==> src/hdl/hsm_pkg.sv <==
`timescale 1ns / 1ps
// ----------------------------------------------------------------------------
// hsm_pkg: shared types and constants of the heater safety monitor
// Item, result and register-write formats, fault bit positions, register
// indexes and reset values.
// ----------------------------------------------------------------------------
package hsm_pkg;

   // fault bit positions (same for live and latched flags)
   localparam int unsigned FLAG_SENSOR  = 0;
   localparam int unsigned FLAG_OVER    = 1;
   localparam int unsigned FLAG_RUNAWAY = 2;
   localparam int unsigned FLAG_W       = 3;

   localparam int unsigned TEMP_W    = 16;
   localparam int unsigned DUTY_W    = 16;
   localparam int unsigned STEP_W    = 16;
   localparam int unsigned WINDOW_W  = 24;
   localparam int unsigned ELAPSED_W = 25;
   localparam int unsigned CSR_IDX_W = 2;
   localparam int unsigned CSR_DAT_W = 24;

   // stream payload widths, padded to whole bytes
   localparam int unsigned REQ_DATA_W = 56;
   localparam int unsigned RSP_DATA_W = 8;

   typedef enum logic [0:0] {
      OP_EVALUATE = 1'b0,
      OP_CLEAR    = 1'b1
   } opcode_type;

   typedef enum logic [CSR_IDX_W-1:0] {
      REG_MAX_TEMPERATURE = 2'd0,
      REG_DUTY_THRESHOLD  = 2'd1,
      REG_WINDOW_MS       = 2'd2,
      REG_MIN_RISE        = 2'd3
   } reg_index_type;

   localparam logic [TEMP_W-1:0]   RST_MAX_TEMPERATURE = 16'd4800;
   localparam logic [DUTY_W-1:0]   RST_DUTY_THRESHOLD  = 16'd32768;
   localparam logic [WINDOW_W-1:0] RST_WINDOW_MS       = 24'd60000;
   localparam logic [TEMP_W-1:0]   RST_MIN_RISE        = 16'd32;

   typedef struct packed {
      opcode_type                opcode;
      logic signed [TEMP_W-1:0]  temperature;
      logic [DUTY_W-1:0]         duty;
      logic [STEP_W-1:0]         step_ms;
      logic                      sensor_bad;
   } item_type;

   typedef struct packed {
      logic [FLAG_W-1:0] fault_flags;
      logic [FLAG_W-1:0] latched_flags;
      logic              heater_enable;
   } result_type;

   typedef struct packed {
      logic                 wen;
      reg_index_type        index;
      logic [CSR_DAT_W-1:0] wdata;
   } csr_write_type;

endpackage

==> src/hdl/hsm_eval.sv <==
`timescale 1ns / 1ps
// ----------------------------------------------------------------------------
// hsm_eval: fault evaluation and monitor state
// Holds the trip settings and the runaway window state, and works out the
// result of one item combinationally, updating state when fire is high.
// ----------------------------------------------------------------------------
module hsm_eval (
   input  logic                   clock,
   input  logic                   reset,
   input  hsm_pkg::csr_write_type csr,
   input  logic                   fire,
   input  hsm_pkg::item_type      item,
   output hsm_pkg::result_type    result
);

   // settings
   logic [hsm_pkg::TEMP_W-1:0]    max_temp_ff;
   logic [hsm_pkg::DUTY_W-1:0]    duty_thr_ff;
   logic [hsm_pkg::WINDOW_W-1:0]  window_ff;
   logic [hsm_pkg::TEMP_W-1:0]    min_rise_ff;

   // monitor state
   logic [hsm_pkg::FLAG_W-1:0]    live_ff, live_in;
   logic [hsm_pkg::FLAG_W-1:0]    sticky_ff, sticky_in;
   logic                          armed_ff, armed_in;
   logic [hsm_pkg::ELAPSED_W-1:0] elapsed_ff, elapsed_in;
   logic [hsm_pkg::TEMP_W-1:0]    start_ff, start_in;
   logic                          heater_ff, heater_in;

   logic                          over_temp;
   logic                          watch;
   logic [hsm_pkg::ELAPSED_W-1:0] elapsed_sum;
   logic                          window_done;
   logic signed [hsm_pkg::TEMP_W:0] rise;
   logic                          too_slow;

   always_ff @(posedge clock) begin
      if (reset) begin
         max_temp_ff <= hsm_pkg::RST_MAX_TEMPERATURE;
         duty_thr_ff <= hsm_pkg::RST_DUTY_THRESHOLD;
         window_ff   <= hsm_pkg::RST_WINDOW_MS;
         min_rise_ff <= hsm_pkg::RST_MIN_RISE;
      end else if (csr.wen) begin
         case (csr.index)
            hsm_pkg::REG_MAX_TEMPERATURE: begin
               max_temp_ff <= csr.wdata[hsm_pkg::TEMP_W-1:0];
            end
            hsm_pkg::REG_DUTY_THRESHOLD: begin
               duty_thr_ff <= csr.wdata[hsm_pkg::DUTY_W-1:0];
            end
            hsm_pkg::REG_WINDOW_MS: begin
               window_ff <= csr.wdata;
            end
            hsm_pkg::REG_MIN_RISE: begin
               min_rise_ff <= csr.wdata[hsm_pkg::TEMP_W-1:0];
            end
            default: begin
            end
         endcase
      end
   end

   assign over_temp   = $signed(item.temperature) > $signed(max_temp_ff);
   assign watch       = !item.sensor_bad && (item.duty >= duty_thr_ff);
   assign elapsed_sum = elapsed_ff + hsm_pkg::ELAPSED_W'(item.step_ms);
   assign window_done = elapsed_sum >= {1'b0, window_ff};
   // 17-bit difference, no wrap
   assign rise        = $signed({item.temperature[hsm_pkg::TEMP_W-1], item.temperature})
                      - $signed({start_ff[hsm_pkg::TEMP_W-1], start_ff});
   assign too_slow    = rise < $signed({min_rise_ff[hsm_pkg::TEMP_W-1], min_rise_ff});

   always_comb begin
      live_in    = live_ff;
      sticky_in  = sticky_ff;
      armed_in   = armed_ff;
      elapsed_in = elapsed_ff;
      start_in   = start_ff;
      heater_in  = heater_ff;
      case (item.opcode)
         hsm_pkg::OP_CLEAR: begin
            sticky_in = '0;
         end
         hsm_pkg::OP_EVALUATE: begin
            live_in = '0;
            live_in[hsm_pkg::FLAG_SENSOR] = item.sensor_bad;
            live_in[hsm_pkg::FLAG_OVER]   = !item.sensor_bad && over_temp;
            if (watch) begin
               if (!armed_ff) begin
                  // arming sample: start a window, no check
                  armed_in   = 1'b1;
                  elapsed_in = '0;
                  start_in   = item.temperature;
               end else if (window_done) begin
                  live_in[hsm_pkg::FLAG_RUNAWAY] = too_slow;
                  elapsed_in = '0;
                  start_in   = item.temperature;
               end else begin
                  elapsed_in = elapsed_sum;
               end
            end else begin
               armed_in = 1'b0;
            end
            sticky_in = sticky_ff | live_in;
            if (sticky_in == '0) begin
               heater_in = 1'b1;
            end else if (live_in != '0) begin
               heater_in = 1'b0;
            end
         end
         default: begin
         end
      endcase
   end

   always_ff @(posedge clock) begin
      if (reset) begin
         live_ff    <= '0;
         sticky_ff  <= '0;
         armed_ff   <= 1'b0;
         elapsed_ff <= '0;
         start_ff   <= '0;
         heater_ff  <= 1'b0;
      end else if (fire) begin
         live_ff    <= live_in;
         sticky_ff  <= sticky_in;
         armed_ff   <= armed_in;
         elapsed_ff <= elapsed_in;
         start_ff   <= start_in;
         heater_ff  <= heater_in;
      end
   end

   assign result.fault_flags   = live_in | sticky_in;
   assign result.latched_flags = sticky_in;
   assign result.heater_enable = heater_in;

`ifndef SYNTHESIS
   a_heater_needs_clean: assert property (@(posedge clock) disable iff (reset)
      heater_ff |-> (sticky_ff == '0))
      else $error("heater enabled with latched faults");

   a_sensor_alone: assert property (@(posedge clock) disable iff (reset)
      live_ff[hsm_pkg::FLAG_SENSOR] |->
         (!live_ff[hsm_pkg::FLAG_OVER] && !live_ff[hsm_pkg::FLAG_RUNAWAY]))
      else $error("sensor fault raised together with another fault");

   a_bad_disarms: assert property (@(posedge clock) disable iff (reset)
      (fire && (item.opcode == hsm_pkg::OP_EVALUATE) && item.sensor_bad) |=> !armed_ff)
      else $error("runaway watch still armed after bad sensor");

   a_fault_kills_heater: assert property (@(posedge clock) disable iff (reset)
      (fire && (item.opcode == hsm_pkg::OP_EVALUATE) && (live_in != '0)) |=> !heater_ff)
      else $error("heater left on after a fault");
`endif

endmodule

==> src/hdl/heater_safety_monitor.sv <==
`timescale 1ns / 1ps
// ----------------------------------------------------------------------------
// heater_safety_monitor: thermal runaway protection for a heater
// Stream in samples or clear commands, stream out fault and heater status.
// ----------------------------------------------------------------------------
// Takes one transfer per clock and returns one result transfer for each, in
// order. A transfer lands in the input register, is evaluated in one pass of
// compare/add logic against the monitor state, and the result is held in the
// output register until rsp_tready takes it. The input register keeps
// accepting while a result waits, so a stalled consumer costs at most one
// slot before req_tready drops. An evaluate (req_tuser = 0) clears live faults
// and raises sensor, over-temperature or runaway faults; each fault sets a
// latched bit and forces the heater off, and the heater comes back only on
// an evaluate that finds no latched bit. A clear (req_tuser = 1) wipes the
// latched bits only. Registers (index: 0 trip temperature, 1 duty arm
// level, 2 window ms, 3 min rise) are set via csr_wen/csr_index/csr_wdata;
// the user must write them only while the block is idle; it does not check.
// ----------------------------------------------------------------------------
module heater_safety_monitor (
   input  logic                                    clock,
   input  logic                                    reset,
   // request stream
   input  logic                                    req_tvalid,
   output logic                                    req_tready,
   // tdata: temperature[15:0], duty[31:16], step_ms[47:32], sensor_bad[48]
   input  logic [hsm_pkg::REQ_DATA_W-1:0]          req_tdata,
   // tuser: opcode[0]
   input  logic                                    req_tuser,
   // result stream
   output logic                                    rsp_tvalid,
   input  logic                                    rsp_tready,
   // tdata: fault_flags[2:0], latched_flags[5:3], heater_enable[6]
   output logic [hsm_pkg::RSP_DATA_W-1:0]          rsp_tdata,
   // configuration writes
   input  logic                                    csr_wen,
   input  logic [hsm_pkg::CSR_IDX_W-1:0]           csr_index,
   input  logic [hsm_pkg::CSR_DAT_W-1:0]           csr_wdata
);

   logic                  in_valid_ff, in_valid_in;
   hsm_pkg::item_type     in_item_ff;
   hsm_pkg::item_type     req_item;
   logic                  out_valid_ff, out_valid_in;
   hsm_pkg::result_type   out_res_ff;
   hsm_pkg::result_type   eval_res;
   hsm_pkg::csr_write_type csr;
   logic                  advance;
   logic                  req_xfer;

   // unpack request transfer
   assign req_item.opcode      = hsm_pkg::opcode_type'(req_tuser);
   assign req_item.temperature = req_tdata[15:0];
   assign req_item.duty        = req_tdata[31:16];
   assign req_item.step_ms     = req_tdata[47:32];
   assign req_item.sensor_bad  = req_tdata[48];

   assign csr.wen   = csr_wen;
   assign csr.index = hsm_pkg::reg_index_type'(csr_index);
   assign csr.wdata = csr_wdata;

   // item moves from input register to output register when the slot frees
   assign advance    = in_valid_ff && (!out_valid_ff || rsp_tready);
   assign req_tready = !in_valid_ff || advance;
   assign req_xfer   = req_tvalid && req_tready;

   assign in_valid_in  = req_xfer || (in_valid_ff && !advance);
   assign out_valid_in = advance || (out_valid_ff && !rsp_tready);

   always_ff @(posedge clock) begin
      if (reset) begin
         in_valid_ff  <= 1'b0;
         out_valid_ff <= 1'b0;
      end else begin
         in_valid_ff  <= in_valid_in;
         out_valid_ff <= out_valid_in;
      end
   end

   always_ff @(posedge clock) begin
      if (req_xfer) begin
         in_item_ff <= req_item;
      end
      if (advance) begin
         out_res_ff <= eval_res;
      end
   end

   hsm_eval u_eval (
      .clock  (clock),
      .reset  (reset),
      .csr    (csr),
      .fire   (advance),
      .item   (in_item_ff),
      .result (eval_res)
   );

   assign rsp_tvalid = out_valid_ff;
   assign rsp_tdata  = {1'b0, out_res_ff.heater_enable, out_res_ff.latched_flags,
                        out_res_ff.fault_flags};

`ifndef SYNTHESIS
   a_no_overrun: assert property (@(posedge clock) disable iff (reset)
      (out_valid_ff && !rsp_tready) |-> !advance)
      else $error("result overwritten while stalled");

   a_fill_one_per_xfer: assert property (@(posedge clock) disable iff (reset)
      (in_valid_ff && !advance) |-> !req_tready)
      else $error("input register accepts while holding an item");

   a_result_follows: assert property (@(posedge clock) disable iff (reset)
      advance |=> out_valid_ff)
      else $error("evaluated item produced no result");
`endif

endmodule

==> config.mk <==
export PLATFORM = sky130hd
export DESIGN_NAME = heater_safety_monitor
export DESIGN_NICKNAME = d
export VERILOG_FILES = /design/src/hdl/hsm_pkg.sv /design/src/hdl/hsm_eval.sv /design/src/hdl/heater_safety_monitor.sv
export SDC_FILE = /design/constraint.sdc
export NUM_CORES = 1
export LEC_CHECK = 0
export CAP_MARGIN = 20
export CELL_PAD_IN_SITES_DETAIL_PLACEMENT = 0
export CELL_PAD_IN_SITES_GLOBAL_PLACEMENT = 2
export CORE_MARGIN = 2
export CORE_UTILIZATION = 43
export DETAILED_ROUTE_END_ITERATION = 8
export DONT_BUFFER_PORTS = 1
export GPL_TIMING_DRIVEN = 1
export MAX_ROUTING_LAYER = met4
export PLACE_DENSITY = 0.9
export SYNTH_ARGS = -nofsm -noshare
export SYNTH_HDL_FRONTEND = slang
export SYNTH_HIERARCHICAL = 1
export SYNTH_SLANG_ARGS = --single-unit
==> constraint.sdc <==
create_clock -name clock -period 10.37 [get_ports clock]
set_input_delay 1.037 -clock clock [delete_from_list [all_inputs] [get_ports clock]]
set_output_delay 1.037 -clock clock [all_outputs]
set_load 0.02 [all_outputs]
## Word-level counts from Yosys, hierarchy flattened

Cells that the tools add are included.

- $lt $le $gt $ge: 4
- Bitwise gates (word level): 3
- Reductions and logical operators: 25
- Equal/unequal tests: 4
- Muxes and demuxes: 14
- Add/sub/neg operators: 2

Operator list:

| kind | number |
|---|---|
| 25-bit 2-to-1 mux | 2 |
| 16-bit 2-to-1 mux | 2 |
| 25-bit by 16-bit adder with 25-bit output | 1 |
| 25-bit by 24-bit >= comparator with 1-bit output | 1 |
| 17-bit by 16-bit < comparator with 1-bit output | 1 |
| 16-bit by 16-bit subtractor with 17-bit output | 1 |
| 16-bit >= comparator | 1 |
| 16-bit > comparator | 1 |
| 2-bit AND reduction | 5 |
| 1-bit 2-to-1 mux | 8 |
| 1-bit logical AND | 6 |
| 3-bit bitwise OR | 2 |
| 3-bit one-hot mux with 2 select lines | 1 |
| 1-bit logical NOT | 5 |
| 2-bit == test (second input constant) | 2 |
| 1-bit logical OR | 4 |
| 4-bit AND reduction | 1 |
| 3-bit logical NOT | 1 |
| 3-bit 2-to-1 mux | 1 |
| 3-bit AND reduction | 1 |
| 3-bit nonzero test | 1 |
| 2-bit by 1-bit == test with 1-bit output (second input constant) | 1 |
| 2-bit logical NOT | 1 |
| 2-bit != test (second input constant) | 1 |
| 1-bit inverter | 1 |

- Input port bits: 88
- Register bits: 180
- Word-level logic and storage cells: 72
- Output and inout bits: 10

## Logic depth before layout (Yosys ltp)

- Depth after elaboration: 10
- Gate-level depth with buffers: 19
- Gate-level depth less buffers: 18

## Cells and area by module

Netlist, hierarchy kept.

Modules (own cells, without submodules):

| module | sequential area each (µm²) | cells an instance | area each (µm²) | instances |
|---|---|---|---|---|
| hsm_eval | 2422.3 | 1040 | 8032.7 | 1 |
| heater_safety_monitor | 1751.7 | 69 | 1826.8 | 1 |

## Least setup slack after synthesis

No wires, ideal clock.

- Kind: reg-to-reg
- Start point: reg in_item_ff[33] (netlist name)
- End point: reg out_res_ff (netlist bit rsp_tdata[6]), data pin
- Stages on the path, launching flop included: 20
- Data arrival time: 3.856 ns
- Period minus slack after synthesis: 4.107 ns
- Data required time: 10.119 ns
- Library setup time: 0.251 ns
- Setup slack: 6.263 ns
- Path through: edfxtp_1 -> inv_1 -> ha_1 -> fa_1 -> nor2b_1 -> o31a_1 -> o21ai_0 -> a211o_1 -> o2111ai_1 -> a31oi_1 -> xnor2_1 -> ha_1 -> a21o_1 -> a2111oi_0 -> a21oi_1 -> nor3_1 -> o211ai_1 -> a211oi_1 -> o21ai_0 -> buf_4

- Longest elaborated chain between the ends: 10

Ends and longest elaborated chain:

| element | line | source |
|---|---|---|
| from (decl) | heater_safety_monitor.sv:41 | `hsm_pkg::item_type in_item_ff;` |
| from (signal assigned) | heater_safety_monitor.sv:81 | `in_item_ff <= req_item;` |
| 16-bit by 16-bit subtractor with 17-bit output | hsm_eval.sv:69 | `- $signed({start_ff[hsm_pkg::TEMP_W-1], start_ff});` |
| 17-bit by 16-bit < comparator with 1-bit output | hsm_eval.sv:70 | `assign too_slow = rise < $signed({min_rise_ff[hsm_pkg::TEMP_W-1], min_rise_ff});` |
| 1-bit 2-to-1 mux | hsm_eval.sv:93 | `end else if (window_done) begin` |
| 1-bit 2-to-1 mux | hsm_eval.sv:88 | `if (!armed_ff) begin` |
| 1-bit 2-to-1 mux | hsm_eval.sv:87 | `if (watch) begin` |
| 1-bit 2-to-1 mux | hsm_eval.sv:79 | `case (item.opcode)` |
| 3-bit nonzero test or 3-bit bitwise OR (tied branches) | hsm_eval.sv:106, hsm_eval.sv:103 |  |
| 1-bit 2-to-1 mux or 3-bit logical NOT (tied branches) | hsm_eval.sv:106, hsm_eval.sv:104 |  |
| 1-bit 2-to-1 mux (*) | hsm_eval.sv:104 | `if (sticky_in == '0) begin` |
| 1-bit 2-to-1 mux (*) | hsm_eval.sv:79 |  |
| named net u_eval.heater_in | hsm_eval.sv:28 | `logic heater_ff, heater_in;` |
| to (signal assigned) | heater_safety_monitor.sv:84 | `out_res_ff <= eval_res;` |
| to (decl) | heater_safety_monitor.sv:44 | `hsm_pkg::result_type out_res_ff;` |

Mark *: on every way through the listed nets, which the timed path passes. The rest lies on a longest branch. The select of a mux whose other input is x is not followed.
A chain may end at the register's enable or synchronous reset.

==> flow_summary_export.csv <==
group,metric,value,unit
outcome,status,"finished clean",
grt,grt_pass1_wl,37030,µm
die,fp.dieW,155.4,µm
critical_path,critPathBufInv,0,
die,rows,55,
logic_synthesis,syn-instance-count,1109,
critical_path,cp_max_fo,10,
clocking,clock-sinks,180,
route,vias_per_cell,5.267,
clocking,cts_tree,"done",
critical_path,cp_num_cells,16,
logic_synthesis,synth-main-ff-cell,"dfxtp_1",
timing,hold_viol,0,
place,place.port_buffers,0,
clocking,worstSkewPairLatency,440,ps
hold_path,hp-start,"u_eval/elapsed_ff[15]$_SDFFE_PP0P_",
critical_path,critPathArrivalTime,5090,ps
critical_path,path_cells,"ha_1 > fa_1 > a211oi_2 > o21ai_1 > nand3_1 > a21boi_0 > nor2_1 > xnor2_1 > ha_1 > nand4_1 > nor3_1 > o2111ai_1 > a31oi_1 > nor2_4 > a211oi_1 > o21ai_0",
logic_synthesis,yosysTopAreaCellShare,0.2497,
clocking,path_clk_slew,70,ps
power_and_ir_drop,p_leak,4.105,nW
place,dp_hpwl,16600,µm
logic_synthesis,synth.cell_area,0.009859,mm²
critical_path,timing.rr.end,"rsp_tdata[6]$_DFFE_PP_",
timing,setup_tns,0,ps
critical_path,cp_slowest_cell,"a211oi_1",
grt,gr-total-overflow,0,
route,drc,0,
final_layout,nNetsFinal,1289,
timing,slew_viol_final,0,
logic_synthesis,yosys-top-cells-area,"dfxtp_1 (25%), edfxtp_1 (17%), ha_1 (13%)",
die,start_util,0.4368,
critical_path,crit_type,"reg -> reg",
critical_path,crit_top_cell,"ha_1",
timing,maxSlewHeadroom,0.3591,
critical_path,path_delay_family,"compound AO/OA/AOI/OAI gates",
clocking,ctsHoldBuffers,0,
critical_path,ff2ff_setup_slack,5430,ps
timing,skew,16.40,ps
logic_synthesis,synth_common_cells,"nand2_1 (217), dfxtp_1 (123), inv_1 (114)",
die,die_area,0.02416,mm²
die,pin_count,98,
timing,rsz0062_at_grt,"no",
final_layout,finalNonFillerCells,1394,
logic_synthesis,ys_ff_latch,180,
logic_synthesis,synth_edf_count,57,
clocking,h-tree-depth,4,
logic_synthesis,syn-mean-instance-area,8.890,µm²
logic_synthesis,synthMostInstantiatedCell,"nand2_1",
die,core_area,0.02257,mm²
grt,grt_antenna_before_repair,1,
critical_path,cp-start-kind,"flop",
timing,setup_viol,0,
timing,fmax,0.2026,GHz
route,drtIter0Drc,315,
clocking,cts_resized,0,
critical_path,r2r_start,"in_item_ff[1]$_DFFE_PP_",
die,die_h,155.4,µm
clocking,cts-root-buf,"clkbuf_16",
logic_synthesis,ys_seq_area_frac,0.4234,
critical_path,crit_path_end_kind,"flop",
clocking,post_cts_buffers,0,
grt,grt_pass1_vias,7208,
route,ant_nets,0,
critical_path,slowest_delay,530,ps
grt,grt_max_degree,77,
critical_path,r2r_cells,16,
place,gp_congestion,0.8107,
route,vias,7342,
grt,track_usage,0.2003,
logic_synthesis,synthArstFlopShare,0,
flow_run,cap_violations,0,
logic_synthesis,ys_types,77,
place,dp.cells,1360,
timing,post-route-min-period,4937,ps
final_layout,syn_to_final_growth,8.579,%
route,drtPass1Iterations,5,
timing,fin_crit_sh,0.4760,
logic_synthesis,synth_area_leader_cell,"dfxtp_1",
clocking,cts_buffer_depth,2,
route,totalWireLength,22790,µm
critical_path,crit_required,10530,ps
power_and_ir_drop,powerDensity,147.4,mW/mm²
route,wire_per_inst,16.35,µm
power_and_ir_drop,ir_drop,0.1084,mV
hold_path,min_to,"u_eval/elapsed_ff[15]$_SDFFE_PP0P_",
hold_path,hold_path_depth,2,
final_layout,drive_gt1_frac,0.05325,
logic_synthesis,synth_fp_nets,1303,
clocking,cts_buffers,17,
timing,worst_pin_slew,937.1,ps
logic_synthesis,yosys_warnings,6,
hold_path,min_path_type,"reg -> reg",
-- worst max path at each step --
stage	start	endpoint	slack, ps
floorplan	in_item_ff[33]$_DFFE_PP_	rsp_tdata[6]$_DFFE_PP_	6260
global placement	in_item_ff[1]$_DFFE_PP_	rsp_tdata[6]$_DFFE_PP_	5480
detailed placement	in_item_ff[1]$_DFFE_PP_	rsp_tdata[6]$_DFFE_PP_	5430
CTS	in_item_ff[1]$_DFFE_PP_	rsp_tdata[6]$_DFFE_PP_	5430
global route	in_item_ff[1]$_DFFE_PP_	u_eval/start_ff[5]$_SDFFE_PP0P_	5070
finish	in_item_ff[1]$_DFFE_PP_	rsp_tdata[6]$_DFFE_PP_	5430
-- metal layers --
layer  up-vias  track usage  part of all wire
met4         0      0.04675             0.014
met1      3372       0.2537              0.48
li1       3846            -                 -
met3        15      0.04457             0.040
met2       109       0.3281              0.47
met5         -            -                 0
-- metrics by stage --
| stage | area [µm²] | hold slack, ps | utilization | worst slack (ps) | total power (W) |
|---|---|---|---|---|---|
| 2_1_floorplan | 9859 | 429.0 | - | 6263 | 0.0009132 |
| 3_3_place_gp | 10090 | 437.1 | 0.4470 | 5479 | 0.0009467 |
| 3_5_place_dp | 10090 | 441.5 | 0.4470 | 5435 | 0.0009495 |
| 4_1_cts | 10690 | 451.6 | 0.4737 | 5428 | 0.001598 |
| 5_1_grt | 10710 | 470.5 | 0.4743 | 5068 | 0.001652 |
| 6_report | 10710 | 451.8 | 0.4743 | 5433 | 0.001578 |
-- cell type report --
type / instances / area [µm²]
fill: 2206 / 11870
inverter: 115 / 431.7
clock inverter: 15 / 177.7
multi-input combinational: 776 / 5096
antenna: 1 / 2.502
timing repair buffer: 5 / 41.29
sequential: 180 / 4174
clock buffer: 17 / 425.4
tap: 285 / 356.6
-- placed cells by master, fill, tap and decap left out, drive strengths merged, types with 6 or more instances in the layout --
| master | instances |
|---|---|
| clkinv | 7 |
| and2 | 7 |
| and3 | 7 |
| mux2i | 18 |
| nand2 | 217 |
| nor2b | 10 |
| o211ai | 23 |
| o21ai | 47 |
| a21oi | 105 |
| o21a | 6 |
| nand4 | 15 |
| nor2 | 38 |
| a21o | 12 |
| edfxtp | 57 |
| clkbuf | 17 |
| a2111oi | 7 |
| inv | 122 |
| a211oi | 9 |
| ha | 104 |
| nand3 | 19 |
| nand2b | 7 |
| o31ai | 7 |
| dfxtp | 123 |
| xnor2 | 24 |
| xor2 | 9 |
| nor3 | 15 |
| a31oi | 7 |
-- sequential cells by signal, indices dropped and copies added, names as in the netlist, 7 cells and up --
| signal | cells |
|---|---|
| u_eval/window_ff | 24 |
| rsp_tdata | 7 |
| u_eval/elapsed_ff | 25 |
| u_eval/min_rise_ff | 16 |
| u_eval/max_temp_ff | 16 |
| u_eval/start_ff | 16 |
| u_eval/duty_thr_ff | 16 |
| in_item_ff | 50 |
-- cells by family (layout without fill, tap and decap cells) --
| group | after synthesis | count (layout) | share of synthesized area |
|---|---|---|---|
| simple gates | 361 | 361 | 0.1671 |
| compound gates | 256 | 256 | 0.1641 |
| flops | 180 | 180 | 0.4233 |
| buf+inv | 153 | 152 | 0.06028 |
| fa+ha+maj | 106 | 106 | 0.1360 |
| xor+xnor | 33 | 33 | 0.02932 |
| mux | 19 | 19 | 0.01942 |
| other cells | 1 | 2 | 0.0003803 |
-- report_power, final --
| group | switching (W) | internal (W) |
|---|---|---|
| sequential | 0.0000155 | 0.000753 |
| clock | 0.000318 | 0.000326 |
| combinational | 0.0000986 | 0.0000655 |
-- tightest hold or removal path, delay by kind of cell, from the launching register on --
family,cells,cell delay [ps]
flops,1,310
simple gates,1,50
compound gates,1,50
Note: power is estimated with default switching activity, not from simulation.
